**src/rtl/rlsw_pkg.sv**
```systemverilog
// ----------------------------------------------------------------------------
// rlsw_pkg
// Shared types and constants of the single-wire RGB LED waveform generator.
// ----------------------------------------------------------------------------
package rlsw_pkg;

  localparam int RLSW_QUEUE_DEPTH = 4;
  localparam int RLSW_ADDR_W      = 5;
  localparam int RLSW_DATA_W      = 32;
  localparam int RLSW_PULSE_W     = 12;
  localparam int RLSW_LATCH_W     = 20;
  localparam int RLSW_BITS_PER_PX = 24;

  typedef logic [1:0] op_t;

  localparam op_t OP_TICK  = 2'd0;
  localparam op_t OP_PIXEL = 2'd1;
  localparam op_t OP_LATCH = 2'd2;

  // Register indexes on the configuration port.
  localparam logic [2:0] REG_ZERO_HIGH  = 3'd0;
  localparam logic [2:0] REG_ZERO_LOW   = 3'd1;
  localparam logic [2:0] REG_ONE_HIGH   = 3'd2;
  localparam logic [2:0] REG_ONE_LOW    = 3'd3;
  localparam logic [2:0] REG_LATCH      = 3'd4;
  localparam logic [2:0] REG_BRIGHTNESS = 3'd5;

  typedef struct packed {
    logic [RLSW_PULSE_W-1:0] zero_high;
    logic [RLSW_PULSE_W-1:0] zero_low;
    logic [RLSW_PULSE_W-1:0] one_high;
    logic [RLSW_PULSE_W-1:0] one_low;
    logic [RLSW_LATCH_W-1:0] latch;
  } timing_t;

  // One classified request on its way from the front to the back.
  typedef struct packed {
    op_t                         op;
    logic [RLSW_BITS_PER_PX-1:0] pix;
  } entry_t;

endpackage

```
**src/rtl/rlsw_if.sv**
```systemverilog
// ----------------------------------------------------------------------------
// rlsw_if
// Valid/ready channels for requests and results of the LED waveform block.
// ----------------------------------------------------------------------------
interface rlsw_in_if;
  logic       valid;
  logic       ready;
  logic [1:0] op;
  logic [7:0] red;
  logic [7:0] green;
  logic [7:0] blue;

  modport source (output valid, op, red, green, blue, input ready);
  modport sink (input valid, op, red, green, blue, output ready);
endinterface

interface rlsw_out_if;
  logic valid;
  logic ready;
  logic line;
  logic busy_res;
  logic refused;

  modport source (output valid, line, busy_res, refused, input ready);
  modport sink (input valid, line, busy_res, refused, output ready);
endinterface

```
**src/rtl/rlsw_front.sv**
```systemverilog
// ----------------------------------------------------------------------------
// rlsw_front
// Takes requests, scales the pixel channels by the brightness and hands
// classified entries to the queue.
// ----------------------------------------------------------------------------
module rlsw_front
  import rlsw_pkg::*;
(
  input  logic          clk,
  input  logic          rst,
  input  logic [7:0]    brightness,
  rlsw_in_if.sink       req,
  input  logic          q_full,
  output logic          q_push,
  output entry_t        q_data
);

  logic        st_valid;
  op_t         st_op;
  logic [15:0] st_prod_g;
  logic [15:0] st_prod_r;
  logic [15:0] st_prod_b;
  logic        take;

  // Exact floor(x / 255) for any 16-bit x up to 65279.
  function automatic logic [7:0] div255(input logic [15:0] x);
    logic [16:0] s;
    s = {1'b0, x} + 17'd1 + {9'd0, x[15:8]};
    return s[15:8];
  endfunction

  assign req.ready = !st_valid || !q_full;
  assign take      = req.valid && req.ready;
  assign q_push    = st_valid && !q_full;

  assign q_data.op  = st_op;
  assign q_data.pix = {div255(st_prod_g), div255(st_prod_r), div255(st_prod_b)};

  always_ff @(posedge clk) begin
    if (rst) begin
      st_valid <= 1'b0;
    end else if (take) begin
      st_valid <= 1'b1;
    end else if (q_push) begin
      st_valid <= 1'b0;
    end
    if (take) begin
      st_op     <= req.op;
      st_prod_g <= brightness * req.green;
      st_prod_r <= brightness * req.red;
      st_prod_b <= brightness * req.blue;
    end
  end

endmodule

```
**src/rtl/rlsw_queue.sv**
```systemverilog
// ----------------------------------------------------------------------------
// rlsw_queue
// Short queue of classified entries between the front and the back.
// ----------------------------------------------------------------------------
module rlsw_queue
  import rlsw_pkg::*;
#(
  parameter int Depth = RLSW_QUEUE_DEPTH
) (
  input  logic   clk,
  input  logic   rst,
  input  logic   push,
  input  entry_t wr_data,
  output logic   full,
  input  logic   pop,
  output logic   not_empty,
  output entry_t rd_data
);

  localparam int PtrW = (Depth > 1) ? $clog2(Depth) : 1;
  localparam int CntW = $clog2(Depth + 1);

  entry_t            mem [Depth];
  logic [PtrW-1:0]   wr_ptr;
  logic [PtrW-1:0]   rd_ptr;
  logic [CntW-1:0]   count;

  assign full      = (count == CntW'(Depth));
  assign not_empty = (count != '0);
  assign rd_data   = mem[rd_ptr];

  always_ff @(posedge clk) begin
    if (rst) begin
      wr_ptr <= '0;
      rd_ptr <= '0;
      count  <= '0;
    end else begin
      if (push) begin
        wr_ptr <= (wr_ptr == PtrW'(Depth - 1)) ? '0 : wr_ptr + 1'b1;
      end
      if (pop) begin
        rd_ptr <= (rd_ptr == PtrW'(Depth - 1)) ? '0 : rd_ptr + 1'b1;
      end
      if (push && !pop) begin
        count <= count + 1'b1;
      end else if (pop && !push) begin
        count <= count - 1'b1;
      end
    end
    if (push) begin
      mem[wr_ptr] <= wr_data;
    end
  end

endmodule

```
**src/rtl/rlsw_back.sv**
```systemverilog
// ----------------------------------------------------------------------------
// rlsw_back
// Waveform engine: runs the bit and latch phases one request at a time and
// registers the result for the output channel.
// ----------------------------------------------------------------------------
module rlsw_back
  import rlsw_pkg::*;
(
  input  logic     clk,
  input  logic     rst,
  input  timing_t  timing,
  input  logic     q_valid,
  input  entry_t   q_data,
  output logic     q_pop,
  rlsw_out_if.source res
);

  typedef enum logic [1:0] {PH_IDLE, PH_HIGH, PH_LOW, PH_LATCH} phase_t;

  localparam int CntW = $clog2(RLSW_BITS_PER_PX + 1);

  phase_t                       wave_phase, wave_phase_next;
  logic [RLSW_BITS_PER_PX-1:0]  bit_shifter, bit_shifter_next;
  logic [CntW-1:0]              bits_remaining, bits_remaining_next;
  logic [RLSW_LATCH_W-1:0]      phase_ticks_left, phase_ticks_left_next;
  logic                         out_valid;
  logic                         line, line_next;
  logic                         busy_res;
  logic                         refused, refused_next;
  logic [RLSW_LATCH_W-1:0]      ticks_dec;
  logic [RLSW_BITS_PER_PX-1:0]  shifted;
  logic [CntW-1:0]              bits_dec;

  // A programmed count of zero behaves as one tick.
  function automatic logic [RLSW_LATCH_W-1:0] pulse_len(input logic [RLSW_PULSE_W-1:0] t);
    return (t == '0) ? RLSW_LATCH_W'(1) : RLSW_LATCH_W'(t);
  endfunction

  assign q_pop        = q_valid && (!out_valid || res.ready);
  assign res.valid    = out_valid;
  assign res.line     = line;
  assign res.busy_res = busy_res;
  assign res.refused  = refused;

  assign ticks_dec = (phase_ticks_left == '0) ? '0 : phase_ticks_left - 1'b1;
  assign shifted   = {bit_shifter[RLSW_BITS_PER_PX-2:0], 1'b0};
  assign bits_dec  = (bits_remaining == '0) ? '0 : bits_remaining - 1'b1;

  always_comb begin
    wave_phase_next       = wave_phase;
    bit_shifter_next      = bit_shifter;
    bits_remaining_next   = bits_remaining;
    phase_ticks_left_next = phase_ticks_left;
    line_next             = 1'b0;
    refused_next          = 1'b0;
    case (q_data.op)
      OP_PIXEL, OP_LATCH: begin
        if (wave_phase != PH_IDLE) begin
          refused_next = 1'b1;
        end else if (q_data.op == OP_PIXEL) begin
          bit_shifter_next      = q_data.pix;
          bits_remaining_next   = CntW'(RLSW_BITS_PER_PX);
          wave_phase_next       = PH_HIGH;
          phase_ticks_left_next = q_data.pix[RLSW_BITS_PER_PX-1] ?
                                  pulse_len(timing.one_high) : pulse_len(timing.zero_high);
        end else begin
          wave_phase_next       = PH_LATCH;
          phase_ticks_left_next = (timing.latch == '0) ? RLSW_LATCH_W'(1) : timing.latch;
        end
      end
      OP_TICK: begin
        if (wave_phase != PH_IDLE) begin
          line_next             = (wave_phase == PH_HIGH);
          phase_ticks_left_next = ticks_dec;
          if (ticks_dec == '0) begin
            case (wave_phase)
              PH_HIGH: begin
                wave_phase_next       = PH_LOW;
                phase_ticks_left_next = bit_shifter[RLSW_BITS_PER_PX-1] ?
                                        pulse_len(timing.one_low) : pulse_len(timing.zero_low);
              end
              PH_LOW: begin
                bit_shifter_next    = shifted;
                bits_remaining_next = bits_dec;
                if (bits_dec != '0) begin
                  wave_phase_next       = PH_HIGH;
                  phase_ticks_left_next = shifted[RLSW_BITS_PER_PX-1] ?
                                          pulse_len(timing.one_high) :
                                          pulse_len(timing.zero_high);
                end else begin
                  wave_phase_next = PH_IDLE;
                end
              end
              default: begin
                wave_phase_next = PH_IDLE;
              end
            endcase
          end
        end
      end
      default: begin
      end
    endcase
  end

  always_ff @(posedge clk) begin
    if (rst) begin
      wave_phase       <= PH_IDLE;
      bit_shifter      <= '0;
      bits_remaining   <= '0;
      phase_ticks_left <= '0;
      out_valid        <= 1'b0;
      line             <= 1'b0;
      busy_res         <= 1'b0;
      refused          <= 1'b0;
    end else begin
      if (q_pop) begin
        wave_phase       <= wave_phase_next;
        bit_shifter      <= bit_shifter_next;
        bits_remaining   <= bits_remaining_next;
        phase_ticks_left <= phase_ticks_left_next;
        out_valid        <= 1'b1;
        line             <= line_next;
        busy_res         <= (wave_phase_next != PH_IDLE);
        refused          <= refused_next;
      end else if (res.ready) begin
        out_valid <= 1'b0;
      end
    end
  end

endmodule

```
**src/rtl/rgb_led_serial_waveform.sv**
```systemverilog
// ----------------------------------------------------------------------------
// rgb_led_serial_waveform
// Single-wire RGB LED waveform generator with an APB-style register port.
// ----------------------------------------------------------------------------
// Every request returns exactly one result. The block sustains one request
// per clock while the result side does not stall. The input stage with the
// brightness multipliers is loaded when a request is taken; the queue entry
// is written from that stage and the result register from the queue entry,
// which waits while the result side stalls. The rate is set by the waveform
// engine, which completes one request per cycle into its result register
// while the result side is ready. A pixel is scaled by brightness, then sent
// green, red, blue, most significant bit first, each bit a high pulse and a
// low pulse advanced one tick per tick request. Pixel or latch requests that
// arrive while a waveform is running are dropped and flagged as refused.
// Registers sit at byte offsets 0, 4, 8, 12, 16 and 20 and should be
// written only while the block is idle.
// ----------------------------------------------------------------------------
module rgb_led_serial_waveform
  import rlsw_pkg::*;
#(
  parameter int QueueDepth = RLSW_QUEUE_DEPTH
) (
  input  logic                   clk,
  input  logic                   rst,
  input  logic                   psel,
  input  logic                   penable,
  input  logic                   pwrite,
  input  logic [RLSW_ADDR_W-1:0] paddr,
  input  logic [RLSW_DATA_W-1:0] pwdata,
  output logic [RLSW_DATA_W-1:0] prdata,
  output logic                   pready,
  rlsw_in_if.sink                req,
  rlsw_out_if.source             res
);

  timing_t    timing;
  logic [7:0] brightness;
  logic [2:0] reg_idx;
  logic       wr_en;
  logic       q_full;
  logic       q_push;
  logic       q_pop;
  logic       q_valid;
  entry_t     q_wr;
  entry_t     q_rd;

  assign pready  = 1'b1;
  assign reg_idx = paddr[4:2];
  assign wr_en   = psel && penable && pwrite;

  always_ff @(posedge clk) begin
    if (rst) begin
      timing.zero_high <= RLSW_PULSE_W'(6);
      timing.zero_low  <= RLSW_PULSE_W'(13);
      timing.one_high  <= RLSW_PULSE_W'(11);
      timing.one_low   <= RLSW_PULSE_W'(10);
      timing.latch     <= RLSW_LATCH_W'(800);
      brightness       <= 8'd255;
    end else if (wr_en) begin
      case (reg_idx)
        REG_ZERO_HIGH:  timing.zero_high <= pwdata[RLSW_PULSE_W-1:0];
        REG_ZERO_LOW:   timing.zero_low  <= pwdata[RLSW_PULSE_W-1:0];
        REG_ONE_HIGH:   timing.one_high  <= pwdata[RLSW_PULSE_W-1:0];
        REG_ONE_LOW:    timing.one_low   <= pwdata[RLSW_PULSE_W-1:0];
        REG_LATCH:      timing.latch     <= pwdata[RLSW_LATCH_W-1:0];
        REG_BRIGHTNESS: brightness       <= pwdata[7:0];
        default: begin
        end
      endcase
    end
  end

  always_comb begin
    case (reg_idx)
      REG_ZERO_HIGH:  prdata = RLSW_DATA_W'(timing.zero_high);
      REG_ZERO_LOW:   prdata = RLSW_DATA_W'(timing.zero_low);
      REG_ONE_HIGH:   prdata = RLSW_DATA_W'(timing.one_high);
      REG_ONE_LOW:    prdata = RLSW_DATA_W'(timing.one_low);
      REG_LATCH:      prdata = RLSW_DATA_W'(timing.latch);
      REG_BRIGHTNESS: prdata = RLSW_DATA_W'(brightness);
      default:        prdata = '0;
    endcase
  end

  rlsw_front u_front (
    .clk        (clk),
    .rst        (rst),
    .brightness (brightness),
    .req        (req),
    .q_full     (q_full),
    .q_push     (q_push),
    .q_data     (q_wr)
  );

  rlsw_queue #(
    .Depth (QueueDepth)
  ) u_queue (
    .clk       (clk),
    .rst       (rst),
    .push      (q_push),
    .wr_data   (q_wr),
    .full      (q_full),
    .pop       (q_pop),
    .not_empty (q_valid),
    .rd_data   (q_rd)
  );

  rlsw_back u_back (
    .clk     (clk),
    .rst     (rst),
    .timing  (timing),
    .q_valid (q_valid),
    .q_data  (q_rd),
    .q_pop   (q_pop),
    .res     (res)
  );

endmodule
```
**src/flat_wrapper.sv**
```systemverilog
// flat-port wrapper written by rule: the top's interface ports become plain ports
module rgb_led_serial_waveform_flat import rlsw_pkg::*;
#(
  parameter int QueueDepth = RLSW_QUEUE_DEPTH
)
  (clk, rst, psel, penable, pwrite, paddr, pwdata, prdata, pready, req_valid, req_op, req_red, req_green, req_blue, req_ready, res_valid, res_line, res_busy_res, res_refused, res_ready);
  rlsw_in_if req_i ();
  rlsw_out_if res_i ();
  input  logic clk;
  input  logic rst;
  input  logic psel;
  input  logic penable;
  input  logic pwrite;
  input  logic [RLSW_ADDR_W-1:0] paddr;
  input  logic [RLSW_DATA_W-1:0] pwdata;
  output logic [RLSW_DATA_W-1:0] prdata;
  output logic pready;
  input wire logic [$bits(req_i.valid)-1:0] req_valid;
  input wire logic [$bits(req_i.op)-1:0] req_op;
  input wire logic [$bits(req_i.red)-1:0] req_red;
  input wire logic [$bits(req_i.green)-1:0] req_green;
  input wire logic [$bits(req_i.blue)-1:0] req_blue;
  output wire logic [$bits(req_i.ready)-1:0] req_ready;
  output wire logic [$bits(res_i.valid)-1:0] res_valid;
  output wire logic [$bits(res_i.line)-1:0] res_line;
  output wire logic [$bits(res_i.busy_res)-1:0] res_busy_res;
  output wire logic [$bits(res_i.refused)-1:0] res_refused;
  input wire logic [$bits(res_i.ready)-1:0] res_ready;
  assign req_i.valid = req_valid;
  assign req_i.op = req_op;
  assign req_i.red = req_red;
  assign req_i.green = req_green;
  assign req_i.blue = req_blue;
  assign req_ready = req_i.ready;
  assign res_valid = res_i.valid;
  assign res_line = res_i.line;
  assign res_busy_res = res_i.busy_res;
  assign res_refused = res_i.refused;
  assign res_i.ready = res_ready;
  rgb_led_serial_waveform #(.QueueDepth(QueueDepth)) u_core (.clk(clk), .rst(rst), .psel(psel), .penable(penable), .pwrite(pwrite), .paddr(paddr), .pwdata(pwdata), .prdata(prdata), .pready(pready), .req(req_i), .res(res_i));
endmodule
```
**config.mk**
```make
export PLATFORM = sky130hd
export DESIGN_NAME = rgb_led_serial_waveform_flat
export DESIGN_NICKNAME = d
export VERILOG_FILES = /design/src/rtl/rlsw_pkg.sv /design/src/rtl/rlsw_if.sv /design/src/rtl/rlsw_front.sv /design/src/rtl/rlsw_queue.sv /design/src/rtl/rlsw_back.sv /design/src/rtl/rgb_led_serial_waveform.sv /design/src/flat_wrapper.sv
export SDC_FILE = /design/constraint.sdc
export NUM_CORES = 1
export LEC_CHECK = 0
export BUFFER_PORTS_ARGS = -buffer_cell sky130_fd_sc_hd__buf_2
export CORE_MARGIN = 2
export CORE_UTILIZATION = 30
export DETAILED_ROUTE_END_ITERATION = 8
export GPL_TIMING_DRIVEN = 0
export PLACE_DENSITY = 0.52
export SLEW_MARGIN = 20
export SYNTH_ARGS = -nofsm -noshare
export SYNTH_HDL_FRONTEND = slang
export SYNTH_SLANG_ARGS = --single-unit
```
**constraint.sdc**
```tcl
create_clock -name clk -period 5.8 [get_ports clk]
set_input_delay 1.16 -clock clk [delete_from_list [all_inputs] [get_ports clk]]
set_output_delay 1.16 -clock clk [all_outputs]
set_load 0.05 [all_outputs]
```
; After elaboration in Yosys (flattened, before gate mapping)
; Memory sizes are Yosys's and may differ from the RTL's. A register that Yosys moved wholly into a read port is not among the register bits.
; Index checks and enable logic that the tools add are counted.
[word_totals]
regBits = 189
ramBits = 104
out_inout_bits = 38
word_cells = 149
mem_count = 1
[op_classes]
addsub = 12
multipliers = 3
eq_ne = 17
muxes = 53
n_reduce_logical = 41
[mem_list]
columns = memory, words, width, rd, rd_clocked_by_memory_dff, write_ports, line_no
row1 = u_core.u_queue.mem, 4, 26, 1, 1, 1, rlsw_queue.sv:23  ; entry_t mem [Depth];
[op_table]
columns = cell, count
row1 = 20-bit two-way mux, 8
row2 = 24-bit two-way mux, 5
row3 = 20-bit one-hot mux with 6 select lines, 1
row4 = 20-bit one-hot mux with 2 select lines, 2
row5 = 12-bit two-way mux, 6
row6 = 20-bit logical NOT, 3
row7 = 16-bit by 1-bit adder with 16-bit output (second input constant), 3
row8 = 16-bit by 8-bit adder with 16-bit output, 3
row9 = 12-bit logical NOT, 4
row10 = 8-bit by 8-bit multiplier with 16-bit output, 3
row11 = 24-bit one-hot mux with 2 select lines, 1
row12 = 5-bit two-way mux, 6
row13 = 20-bit by 1-bit subtractor with 20-bit output (second input constant), 1
row14 = 2-bit two-way mux, 8
row15 = 2-bit AND reduction, 6
row16 = 2-bit nonzero test, 6
row17 = 1-bit two-way mux, 11
row18 = 2-bit != test (second input constant), 5
row19 = 5-bit one-hot mux with 2 select lines, 1
row20 = 3-bit equality test (second input constant), 3
row21 = 2-bit equality test (second input constant), 4
row22 = 2-bit one-hot mux with 2 select lines, 2
row23 = 1-bit logical AND, 7
row24 = 7-bit AND reduction, 1
row25 = 17 further kinds, 26

; Depth between registers and ports, before layout
; Gate-level depths: netlist of the first run.
[logic_depth]
ltp_word = 9
depth_mapped = 19

; Cells and area by module
; A second synthesis of the first run with hierarchy kept.
[unflattened]
hier_cells = 2046
hier_area_um2 = 21155.3
[by_module_without_submodules]
columns = module, n_inst, cells_each, area_each_um2
row1 = rlsw_front, 1, 911, 8733.4
row2 = rlsw_back, 1, 554, 4366.7
row3 = rlsw_queue, 1, 180, 4239.1
row4 = rgb_led_serial_waveform, 1, 401, 3816.2

; Worst setup path after synthesis of the first run
; No wires, ideal clock.
[synth_path]
path_kind = input port to flip-flop
from = input port req_green[2]
to = register u_core.u_front.st_prod_g[15] (data pin)
setup_time_ns = 0.260
arrival_time_ns = 4.959
required_ns = 5.540
path_slack_ns = 0.581
stages = 16
path_buffers = 0
path_cell_list = and2_1 fa_1 inv_1 fa_1 inv_1 fa_1 inv_1 fa_1 inv_1 ha_1 a21o_1 a21o_1 a21o_1 a41o_1 o41a_1 xnor2_1
[synth_via]
elab_chain_cells = 1
[synth_lines]
columns = element, line_no
row1 = start: declaration, flat_wrapper.sv:21  ; input wire logic [$bits(req_i.green)-1:0] req_green;
row2 = 8-bit by 8-bit multiplier with 16-bit output, rlsw_front.sv:49  ; st_prod_g <= brightness * req.green;
row3 = end signal: assignment, rlsw_front.sv:49
row4 = end: declaration, rlsw_front.sv:20  ; logic [15:0] st_prod_g;
; No other way between the ends.
; A chain may end at the register's enable or synchronous reset.

; Worst setup path after layout of the first run
[layout_path]
from = register u_core.brightness[2]
to = register u_core.u_front.st_prod_r[15] (data pin)
[layout_via]
elab_chain_cells = 1
[layout_lines]
columns = element, line_no
row1 = start: declaration, rgb_led_serial_waveform.sv:37  ; logic [7:0] brightness;
row2 = start signal: assignment, rgb_led_serial_waveform.sv:66  ; REG_BRIGHTNESS: brightness <= pwdata[7:0];
row3 = 8-bit by 8-bit multiplier with 16-bit output, rlsw_front.sv:50  ; st_prod_r <= brightness * req.red;
row4 = end signal: assignment, rlsw_front.sv:50
row5 = end: declaration, rlsw_front.sv:21  ; logic [15:0] st_prod_r;
; No other way between the ends.

==> results.cfg, run 1 <==
[critical_path]
path_class = reg2reg
end_kind = flip-flop
rr_endpoint = u_core.u_front.st_prod_r[15]
crit_required_ns = 6.06
rr_startpoint = u_core.brightness[2]
worstPathArrival_ns = 5.75
cp-start-kind = flip-flop
r2r_slack_ns = 0.30
critPathMaxFanout = 10
r2r_cells = 17

[floorplan]
initial_core_util_pct = 30.3
core-area_mm2 = 0.0672
die_w_um = 264
die-area_mm2 = 0.0699
die_h_um = 264
rows = 95
ios = 108

[placement]
gp_congestion = 0.901
pre_cts_ws_ns = 0.118
dp_hpwl_um = 42500
numPortBuffers = 77
place_area_mm2 = 0.0220

[synth]
synthTopCellsByCount = 290 x nand2_1, 181 x inv_1, 164 x and2_1
netlist_top_cells_area = edfxtp_1 23%, dfxtp_1 14%, fa_1 11%, ha_1 9.0%, nand2_1 5.4%
yosysTopAreaCell = edfxtp_1
synth.most_common_cell = nand2_1
synthCells = 2055
ys.flop_type = edfxtp_1
ys_seq_area_share_pct = 36.6
avgSynthCellArea_um2 = 9.89
ys_seq_elements = 295
ys_types = 81
syn_area_mm2 = 0.0203
synth_top_area_share_pct = 22.7
ys_warn_count = 0
synth_edf_count = 154
ys_async_sr_fraction_pct = 0

[clock_tree]
cts_tree = built
clock_path_buffers = 3
clock_sinks = 295
numCtsBuffers = 34
cts_setup_buffers = 0
path_clk_slew_ns = 0.06
h-tree-depth = 2
cts_root_buf = clkbuf_16
insertion_delay_ns = 0.53

[detailed_routing]
drtPass1Iterations = 5
ant_nets = 0
drt_iter0_drc = 1002
wl_per_cell_um = 18.1
drc = 0
via_count = 15200
vias_per_cell = 4.94
drt-total-wl_um = 55700

[sta]
setup_tns_ns = 0
fmax_mhz = 182
grt_setup_unrepaired = true
drv_slew = 0
finalCritPeriodShare_pct = 94.8
setup_viol = 0
tightest_slew_ns = 1.05
layout_setup_ws_ns = 0.304
hold_viol = 0
clock_skew_ns = 0.0219
relSlewSlack_pct = 29.9
finalCriticalPeriod_ns = 5.50

[global_routing]
grt_usage_pct = 16.0
antenna_found_initial = 2
grt.overflow.total = 0
grt_max_degree = 24
grt_pass1_vias = 15500
grt_pass1_wl_um = 88500

[finish]
regArea_mm2 = 0.00745
num-fill-cells = 6791
synthToLayoutAreaGrowth_pct = 14.1
multiInputGateArea_mm2 = 0.0117
n_antenna_cell = 0
drive_above_1_share_pct = 11.9
nets = 2510
final_area_mm2 = 0.0232

[power_and_ir_drop]
pwr-share-comb_pct = 52.0
power.share.clock_pct = 19.8
ir_drop_mv = 0.263
intPower_w = 0.00673
cellLeakagePower_nw = 9.22
powerDensity_mw_per_mm2 = 492
switching_power_w = 0.00467
power_frac_seq_pct = 28.3
switching_share_pct = 41.0

[hold_path]
holdPathEnd = u_core.u_back.res.refused
holdPathStages = 2
hold_path.class = reg2reg
min_from = u_core.u_back.res.refused

[run]
maxCapViolations = 0

[outcome]
status = finished, final reports clean
-- power groups by stage --
stage          Combinational [W]  Sequential [W]  Clock, W
4_1_cts                  0.00595         0.00322   0.00231
3_5_place_dp             0.00591         0.00327         0
2_1_floorplan            0.00456         0.00318         0
5_1_grt                  0.00670         0.00327   0.00239
3_3_place_gp             0.00581         0.00325         0
6_report                 0.00592         0.00322   0.00225
-- metal layers --
layer	vias up	routed length [µm]	GRT usage (%)
li1	7306	-	-
met1	7479	26000	22.3
met2	374	25700	26.2
met5	-	9	0
met3	84	2510	1.90
met4	2	1430	4.62
-- worst max path at each step --
| stage | slack, ns | cells past startpoint | from | endpoint |
|---|---|---|---|---|
| 6_report | 0.30 | 17 | u_core.brightness[2] | u_core.u_front.st_prod_r[15] |
| 5_1_grt | -0.01 | 17 | u_core.brightness[2] | u_core.u_front.st_prod_r[15] |
| 4_1_cts | 0.11 | 17 | u_core.brightness[1] | u_core.u_front.st_prod_r[15] |
| 3_5_place_dp | 0.12 | 17 | u_core.brightness[1] | u_core.u_front.st_prod_r[15] |
| 3_3_place_gp | 0.14 | 17 | u_core.brightness[1] | u_core.u_front.st_prod_b[15] |
| 2_1_floorplan | 0.58 | 16 | req_green[2] | u_core.u_front.st_prod_g[15] |
-- cell type report --
| type | count | area share, % |
|---|---|---|
| Multi-Input combinational cell | 1479 | 50.7 |
| Sequential cell | 295 | 32.1 |
| Tap cell | 873 | 4.71 |
| Clock buffer | 40 | 3.94 |
| Inverter | 182 | 2.95 |
| Timing Repair Buffer | 83 | 2.29 |
| Buffer | 110 | 2.24 |
| Clock inverter | 22 | 1.10 |
-- through the flow --
stage | instances | utilization [%] | hold WS (ns) | total power [W]
floorplan | 2066 | - | 0.448 | 0.00774
global placement | 3016 | 32.5 | 0.443 | 0.00906
CTS | 3084 | 34.5 | 0.457 | 0.0115
finish | 3084 | 34.5 | 0.454 | 0.0114
global route | 3084 | 34.5 | 0.478 | 0.0124
detailed placement | 3022 | 32.8 | 0.449 | 0.00917
-- timing repair --
item                                    in CTS  in global routing
gates resized for setup                      0                  8
hold buffers                                 0                  0
endpoints found under the setup margin       0                  2
-- state kept, by name (all words and copies together), names as in the netlist, 3 cells and up, named ones only --
register,flops
u_core.u_queue.mem,104
u_core.timing,68
u_core.u_back.bit_shifter,24
u_core.u_back.phase_ticks_left,20
u_core.u_front.st_prod_b,16
u_core.u_front.st_prod_g,16
u_core.u_front.st_prod_r,16
u_core.brightness,8
u_core.u_back.bits_remaining,5
u_core.u_queue.count,3
-- critical path: stages (launching register included) --
cell,delay [ns]
dfxtp_1,0.65
clkbuf_1,0.52
nand2_1,0.16
fa_1,0.53
fa_1,0.50
inv_1,0.06
fa_1,0.49
inv_1,0.05
fa_1,0.47
inv_1,0.04
ha_1,0.30
a21boi_0,0.17
o21ai_0,0.20
nand2b_1,0.11
a21o_1,0.20
a41o_1,0.25
o41a_1,0.33
xnor2_1,0.17
-- cell usage in the layout (no fill, tap or decap), types with 27 or more instances in the layout --
| cell type | count |
|---|---|
| xnor2_1 | 48 |
| nand3_1 | 43 |
| clkbuf_1 | 73 |
| dfxtp_1 | 141 |
| nor2_1 | 107 |
| nand2_1 | 290 |
| clkbuf_16 | 35 |
| o21ai_0 | 56 |
| mux4_2 | 27 |
| nor3_1 | 34 |
| ha_1 | 146 |
| a21oi_1 | 120 |
| mux2i_1 | 48 |
| inv_1 | 181 |
| edfxtp_1 | 154 |
| buf_2 | 83 |
| fa_1 | 109 |
| and2_1 | 160 |
-- cell families (layout without fill, tap and decap cells) --
| kind of cell | Yosys count | count (layout) | share of synthesized area [%] |
|---|---|---|---|
| AO/OA/AOI/OAI | 310 | 310 | 10.5 |
| other | 2 | 13 | 0.0369 |
| buffers and inverters | 292 | 437 | 5.89 |
| multiplexers | 92 | 92 | 6.30 |
| XOR/XNOR | 69 | 69 | 2.97 |
| flip-flops | 295 | 295 | 36.6 |
| AND/OR/NAND/NOR | 740 | 740 | 17.9 |
| adder cells (fa/ha/maj) | 255 | 255 | 19.7 |
No activity file was read; power rests on OpenSTA's default activity.
==> run 2: changes to the inputs <==
- PLACE_DENSITY: 0.52 -> 0.42
==> run 2 against run 1 <==
Core utilization increased by 0.12 points. Clock skew up 0.0081 ns. Hold slack gained 0.0081 ns. Sequential share of layout area down 0.11 points. Flip-flop and latch count unchanged. Critical path type unchanged. Largest cell class unchanged.
==> results.cfg, run 2 (synthesis results as in run 1) <==
[clock_tree]
path_clk_slew_ns = 0.06
cts-resized-gates = 0
numCtsBuffers = 36
clock_sinks = 295
cts_root_buf = clkbuf_16
h-tree-depth = 2
cts_setup_buffers = 0
insertion_delay_ns = 0.57
hold_buffers = 0
cts_tree = built
clock_path_buffers = 3

[global_routing]
grt_pass1_vias = 15200
antenna_found_initial = 0
grt.overflow.total = 0
grt_pass1_wl_um = 91200
grt_max_degree = 18
grt_usage_pct = 17.0

[detailed_routing]
drc = 0
drtPass1Iterations = 6
drt-total-wl_um = 58900
wl_per_cell_um = 19.1
vias_per_cell = 4.84
drt_iter0_drc = 1054
via_count = 14900
ant_nets = 0

[outcome]
status = finished, final reports clean

[sta]
setup_viol = 0
drv_slew = 0
tightest_slew_ns = 1.12
relSlewSlack_pct = 25.2
fmax_mhz = 182
whs_ns = 0.462
hold_viol = 0
grt_setup_unrepaired = false
clock_skew_ns = 0.0300
finalCritPeriodShare_pct = 94.5
finalCriticalPeriod_ns = 5.48
layout_setup_ws_ns = 0.318

[hold_path]
holdPathStages = 2
hold_path.class = reg2reg

[critical_path]
worstPathArrival_ns = 5.77
crit_path_frequent_cell = fa_1
crit_path_top_delay_cell = dfxtp_1
cp_num_cells = 17
critical-path-max-stage-delay_ns = 0.66
path_class = reg2reg
crit_required_ns = 6.09
critPathMaxFanout = 10
worstPathCellList = clkbuf_1, nand2_1, fa_1, fa_1, inv_1, fa_1, inv_1, fa_1, inv_1, ha_1, a21boi_0, o21ai_0, nand2b_1, a21o_1, a41o_1, o41a_1, xnor2_1
cp-start-kind = flip-flop
r2r_cells = 17
crit_family = adder cells
cp.buffers_inverters = 4
end_kind = flip-flop

[finish]
synthToLayoutAreaGrowth_pct = 14.4
drive_above_1_share_pct = 12.0
largest_register_ffs = 104
layout_common_cells = 290 x nand2_1, 181 x inv_1, 160 x and2_1
largestRegisters = u_core.u_queue.mem: 104 flops, u_core.timing: 68 flops, u_core.u_back.bit_shifter: 24 flops
final_common_cell = nand2_1
nets = 2513
n_antenna_cell = 0
max_flop_register = u_core.u_queue.mem
fin_util_pct = 34.6

[placement]
numPortBuffers = 77
dp_hpwl_um = 44300
pre_cts_ws_ns = 0.142
gp_congestion = 0.859

[power_and_ir_drop]
cellLeakagePower_nw = 9.25
intPower_w = 0.00673
power_frac_seq_pct = 28.2
pwr-share-comb_pct = 51.6
ir_drop_mv = 0.212
switching_power_w = 0.00471
powerDensity_mw_per_mm2 = 492
switching_share_pct = 41.2
power.share.clock_pct = 20.2

[floorplan]
die-area_mm2 = 0.0699
rows = 95
initial_core_util_pct = 30.3
die_h_um = 264
ios = 108
core-area_mm2 = 0.0672
die_w_um = 264

[run]
maxCapViolations = 0
-- run 2: worst paths after layout --
check                                       to  slack (ns)                       from
setup / recovery  u_core.u_front.st_prod_b[15]        0.32       u_core.brightness[0]
hold / removal       u_core.u_back.res.refused        0.46  u_core.u_back.res.refused
hold reg to reg      u_core.u_back.res.refused        0.46  u_core.u_back.res.refused
setup reg to reg  u_core.u_front.st_prod_b[15]        0.32       u_core.brightness[0]
-- run 2: area by class of cell --
| cell class | count | area, µm² |
|---|---|---|
| Clock buffer | 49 | 1000 |
| Inverter | 182 | 683 |
| Sequential cell | 295 | 7450 |
| Buffer | 110 | 518 |
| Clock inverter | 16 | 200 |
| Timing Repair Buffer | 84 | 578 |
| Multi-Input combinational cell | 1479 | 11700 |
| Tap cell | 873 | 1090 |
| Fill cell | 6819 | 43900 |
-- run 2: power groups by stage --
stage / registers, W / clock network, W / logic (W)
finish: 0.00322 / 0.00231 / 0.00591
global route: 0.00327 / 0.00248 / 0.00670
CTS: 0.00322 / 0.00239 / 0.00599
detailed placement: 0.00327 / 0 / 0.00596
global placement: 0.00326 / 0 / 0.00588
floorplan: 0.00318 / 0 / 0.00456
-- run 2: metal layers --
layer | GRT usage [%] | wire length (µm)
met2 | 26.7 | 26300
met3 | 2.28 | 2370
met5 | 0 | 0
met1 | 24.6 | 29000
met4 | 4.19 | 1250
-- run 2: worst register-to-register path, cell delays in order (launching register included) --
cell      delay, ns
dfxtp_1        0.66
clkbuf_1       0.65
nand2_1        0.15
fa_1           0.48
fa_1           0.49
inv_1          0.05
fa_1           0.48
inv_1          0.05
fa_1           0.47
inv_1          0.04
ha_1           0.29
a21boi_0       0.15
o21ai_0        0.20
nand2b_1       0.11
a21o_1         0.20
a41o_1         0.26
o41a_1         0.32
xnor2_1        0.15
-- run 2: per-stage QoR --
stage / power (W) / cell area [µm²] / TNS (ns) / cells
floorplan: 0.00774 / 20400 / 0 / 2066
global placement: 0.00914 / 21800 / -12.04 / 3016
detailed placement: 0.00922 / 22100 / 0 / 3023
CTS: 0.0116 / 23300 / 0 / 3088
global route: 0.0125 / 23300 / 0 / 3088
finish: 0.0114 / 23300 / 0 / 3088
==> run 3: changes to the inputs <==
- SYNTH_HIERARCHICAL: unset -> 1
==> run 3 against run 2 <==
Global-route usage shrank 0.53 points. First-iteration DRC count shrank 18%. Sequential share of layout area shrank 1.2 points. Flip-flop and latch count is the same. Sequential power is essentially flat. Combinational power shrank 2%. Cell count grew 1.8%. Critical path type unchanged.
==> results.cfg, run 3 <==
[floorplan]
die_h_um = 270
rows = 97
die-area_mm2 = 0.0727
core-area_mm2 = 0.0699
initial_core_util_pct = 30.3
ios = 108
die_w_um = 270

[clock_tree]
cts_tree = built
numCtsBuffers = 36
h-tree-depth = 2
clock_sinks = 295
hold_buffers = 0
clock_path_buffers = 3
cts-resized-gates = 0
path_clk_slew_ns = 0.06
cts_root_buf = clkbuf_16
cts_setup_buffers = 0
insertion_delay_ns = 0.56

[detailed_routing]
drtPass1Iterations = 5
drc = 0
drt-total-wl_um = 60000
drt_iter0_drc = 866
via_count = 15200
ant_nets = 0
vias_per_cell = 4.84
wl_per_cell_um = 19.1

[synth]
ys_types = 89
ys_warn_count = 6
synth_top_area_share_pct = 21.9
synth_edf_count = 154
yosysTopAreaCell = edfxtp_1
avgSynthCellArea_um2 = 10.3
yosys.area_share.simple_pct = 16.6
synthMuxAreaShare_pct = 10.5
synth.most_common_cell = and2_1
ys.flop_type = edfxtp_1
synthTopCellsByCount = 182 x and2_1, 177 x inv_1, 154 x edfxtp_1
synthCells = 2046
ys_seq_area_share_pct = 35.2
synthAdderAreaFrac_pct = 19.0
synth_xor_area_share_pct = 2.73
netlist_top_cells_area = edfxtp_1 22%, dfxtp_1 13%, fa_1 10%, ha_1 8.7%, mux2i_1 6.0%
ys_seq_elements = 295
syn_area_mm2 = 0.0212
synth_top_family_by_area = adder cells
synth_compound_area_share_pct = 10.0
ys_async_sr_fraction_pct = 0

[global_routing]
grt_pass1_wl_um = 93800
grt_max_degree = 51
antenna_found_initial = 0
grt.overflow.total = 0
grt_pass1_vias = 15600
grt_usage_pct = 16.4

[sta]
grt_setup_unrepaired = false
drv_slew = 0
tightest_slew_ns = 0.846
setup_tns_ns = 0
hold_viol = 0
fmax_mhz = 186
relSlewSlack_pct = 43.6
finalCriticalPeriod_ns = 5.37
clock_skew_ns = 0.0321
finalCritPeriodShare_pct = 92.6
setup_viol = 0

[finish]
n_antenna_cell = 0
synthToLayoutAreaGrowth_pct = 14.2
drive_above_1_share_pct = 12.9
regArea_mm2 = 0.00745
multiInputGateArea_mm2 = 0.0125
max_flop_register = u_core/u_queue/mem
largest_register_ffs = 104
largestRegisters = u_core/u_queue/mem: 104 flops, u_core/timing: 68 flops, u_core/u_back/bit_shifter: 24 flops
final_area_mm2 = 0.0242
num-fill-cells = 7162
layout_common_cells = 177 x inv_1, 177 x and2_1, 154 x edfxtp_1
nets = 2503
fin_util_pct = 34.6

[placement]
place_area_mm2 = 0.0229
numPortBuffers = 78
dp_hpwl_um = 45900
gp_congestion = 0.842

[critical_path]
r2r_slack_ns = 0.43
startpoint = u_core/brightness[4]
crit_required_ns = 6.10
critPathMaxFanout = 10
worstPathArrival_ns = 5.67
rr_endpoint = u_core/u_front/st_prod_b[13]
rr_startpoint = u_core/brightness[4]
end_kind = flip-flop
cp-start-kind = flip-flop
path_class = reg2reg
r2r_cells = 15

[hold_path]
holdPathEnd = u_core/u_back/res.refused
hold_path.class = reg2reg
min_from = u_core/u_back/res.refused
holdPathStages = 2

[run]
maxCapViolations = 0

[power_and_ir_drop]
ir_drop_mv = 0.190
powerDensity_mw_per_mm2 = 475
fin_total_pwr_w = 0.0115
cellLeakagePower_nw = 9.71

[outcome]
status = finished, final reports clean
## run 3: cell types whose count changed after synthesis, sizes merged, moves of 17 or more
cell	before	now
a211oi	9	28
a21oi	121	78
a311oi	25	3
and2	164	183
clkbuf	74	56
mux2i	48	127
nand2	291	109
nand2b	6	73
nor2	108	125
o21ai	61	80
## run 3: where the power goes
group | internal (W) | switching [W] | total, W | leakage, nW
combinational | 0.00241 | 0.00339 | 0.00581 | 6.51
clock | 0.00154 | 0.000906 | 0.00244 | 0.621
sequential | 0.00294 | 0.000281 | 0.00322 | 2.58
total | 0.00689 | 0.00458 | 0.0115 | 9.71
## run 3: per-stage QoR
stage | hold WS (ns) | worst slack, ns | std cells
final | 0.490 | 0.430 | 3144
after global routing | 0.509 | 0.171 | 3144
after CTS | 0.492 | 0.441 | 3144
after detailed placement | 0.479 | 0.375 | 3079
after global placement | 0.475 | 0.391 | 3075
after floorplan | 0.445 | 0.912 | 2057
## run 3: how the worst max path moves through the flow
stage                                         to  depth (start not counted)
floorplan           u_core/u_front/st_prod_b[13]                         14
global placement    u_core/u_front/st_prod_b[13]                         15
detailed placement  u_core/u_front/st_prod_b[13]                         15
CTS                 u_core/u_front/st_prod_b[13]                         15
global route        u_core/u_front/st_prod_b[13]                         15
finish              u_core/u_front/st_prod_b[13]                         15
## run 3: per-layer routing
layer	track usage [%]	routed length [µm]	vias to the layer above
li1	-	-	7383
met1	22.7	28600	7471
met2	27.2	28100	289
met3	2.00	2060	72
met4	4.37	1230	0
met5	0	0	-
## run 3: final cells by class
type / instances / area share [%]
Buffer: 108 / 2.41
Clock buffer: 48 / 4.00
Multi-Input combinational cell: 1476 / 51.8
Inverter: 178 / 2.76
Timing Repair Buffer: 82 / 2.04
Sequential cell: 295 / 30.8
Tap cell: 940 / 4.87
Clock inverter: 17 / 1.32
## run 3: worst max-delay path, stage by stage, from the launching register on
cell and delay [ns]:
dfxtp_1 0.68, clkbuf_1 0.59, nand2_1 0.16, fa_1 0.52, fa_1 0.58, inv_1 0.06, fa_1 0.47, inv_1 0.05
fa_1 0.47, inv_1 0.04, ha_1 0.31, o21ai_0 0.32, a211oi_1 0.10, a2111oi_2 0.45, a21oi_1 0.14, xor2_1 0.16
## run 3: cells by family (layout without fill, tap and decap cells)
kind of cell	count (synthesis)	in the layout
and+or+nand+nor	649	649
AOI/OAI and AO/OA	310	310
DFF	295	295
buffers and inverters	286	433
adders and majority gates	256	256
muxes	182	182
xor gates and xnor gates	66	66
other	2	13
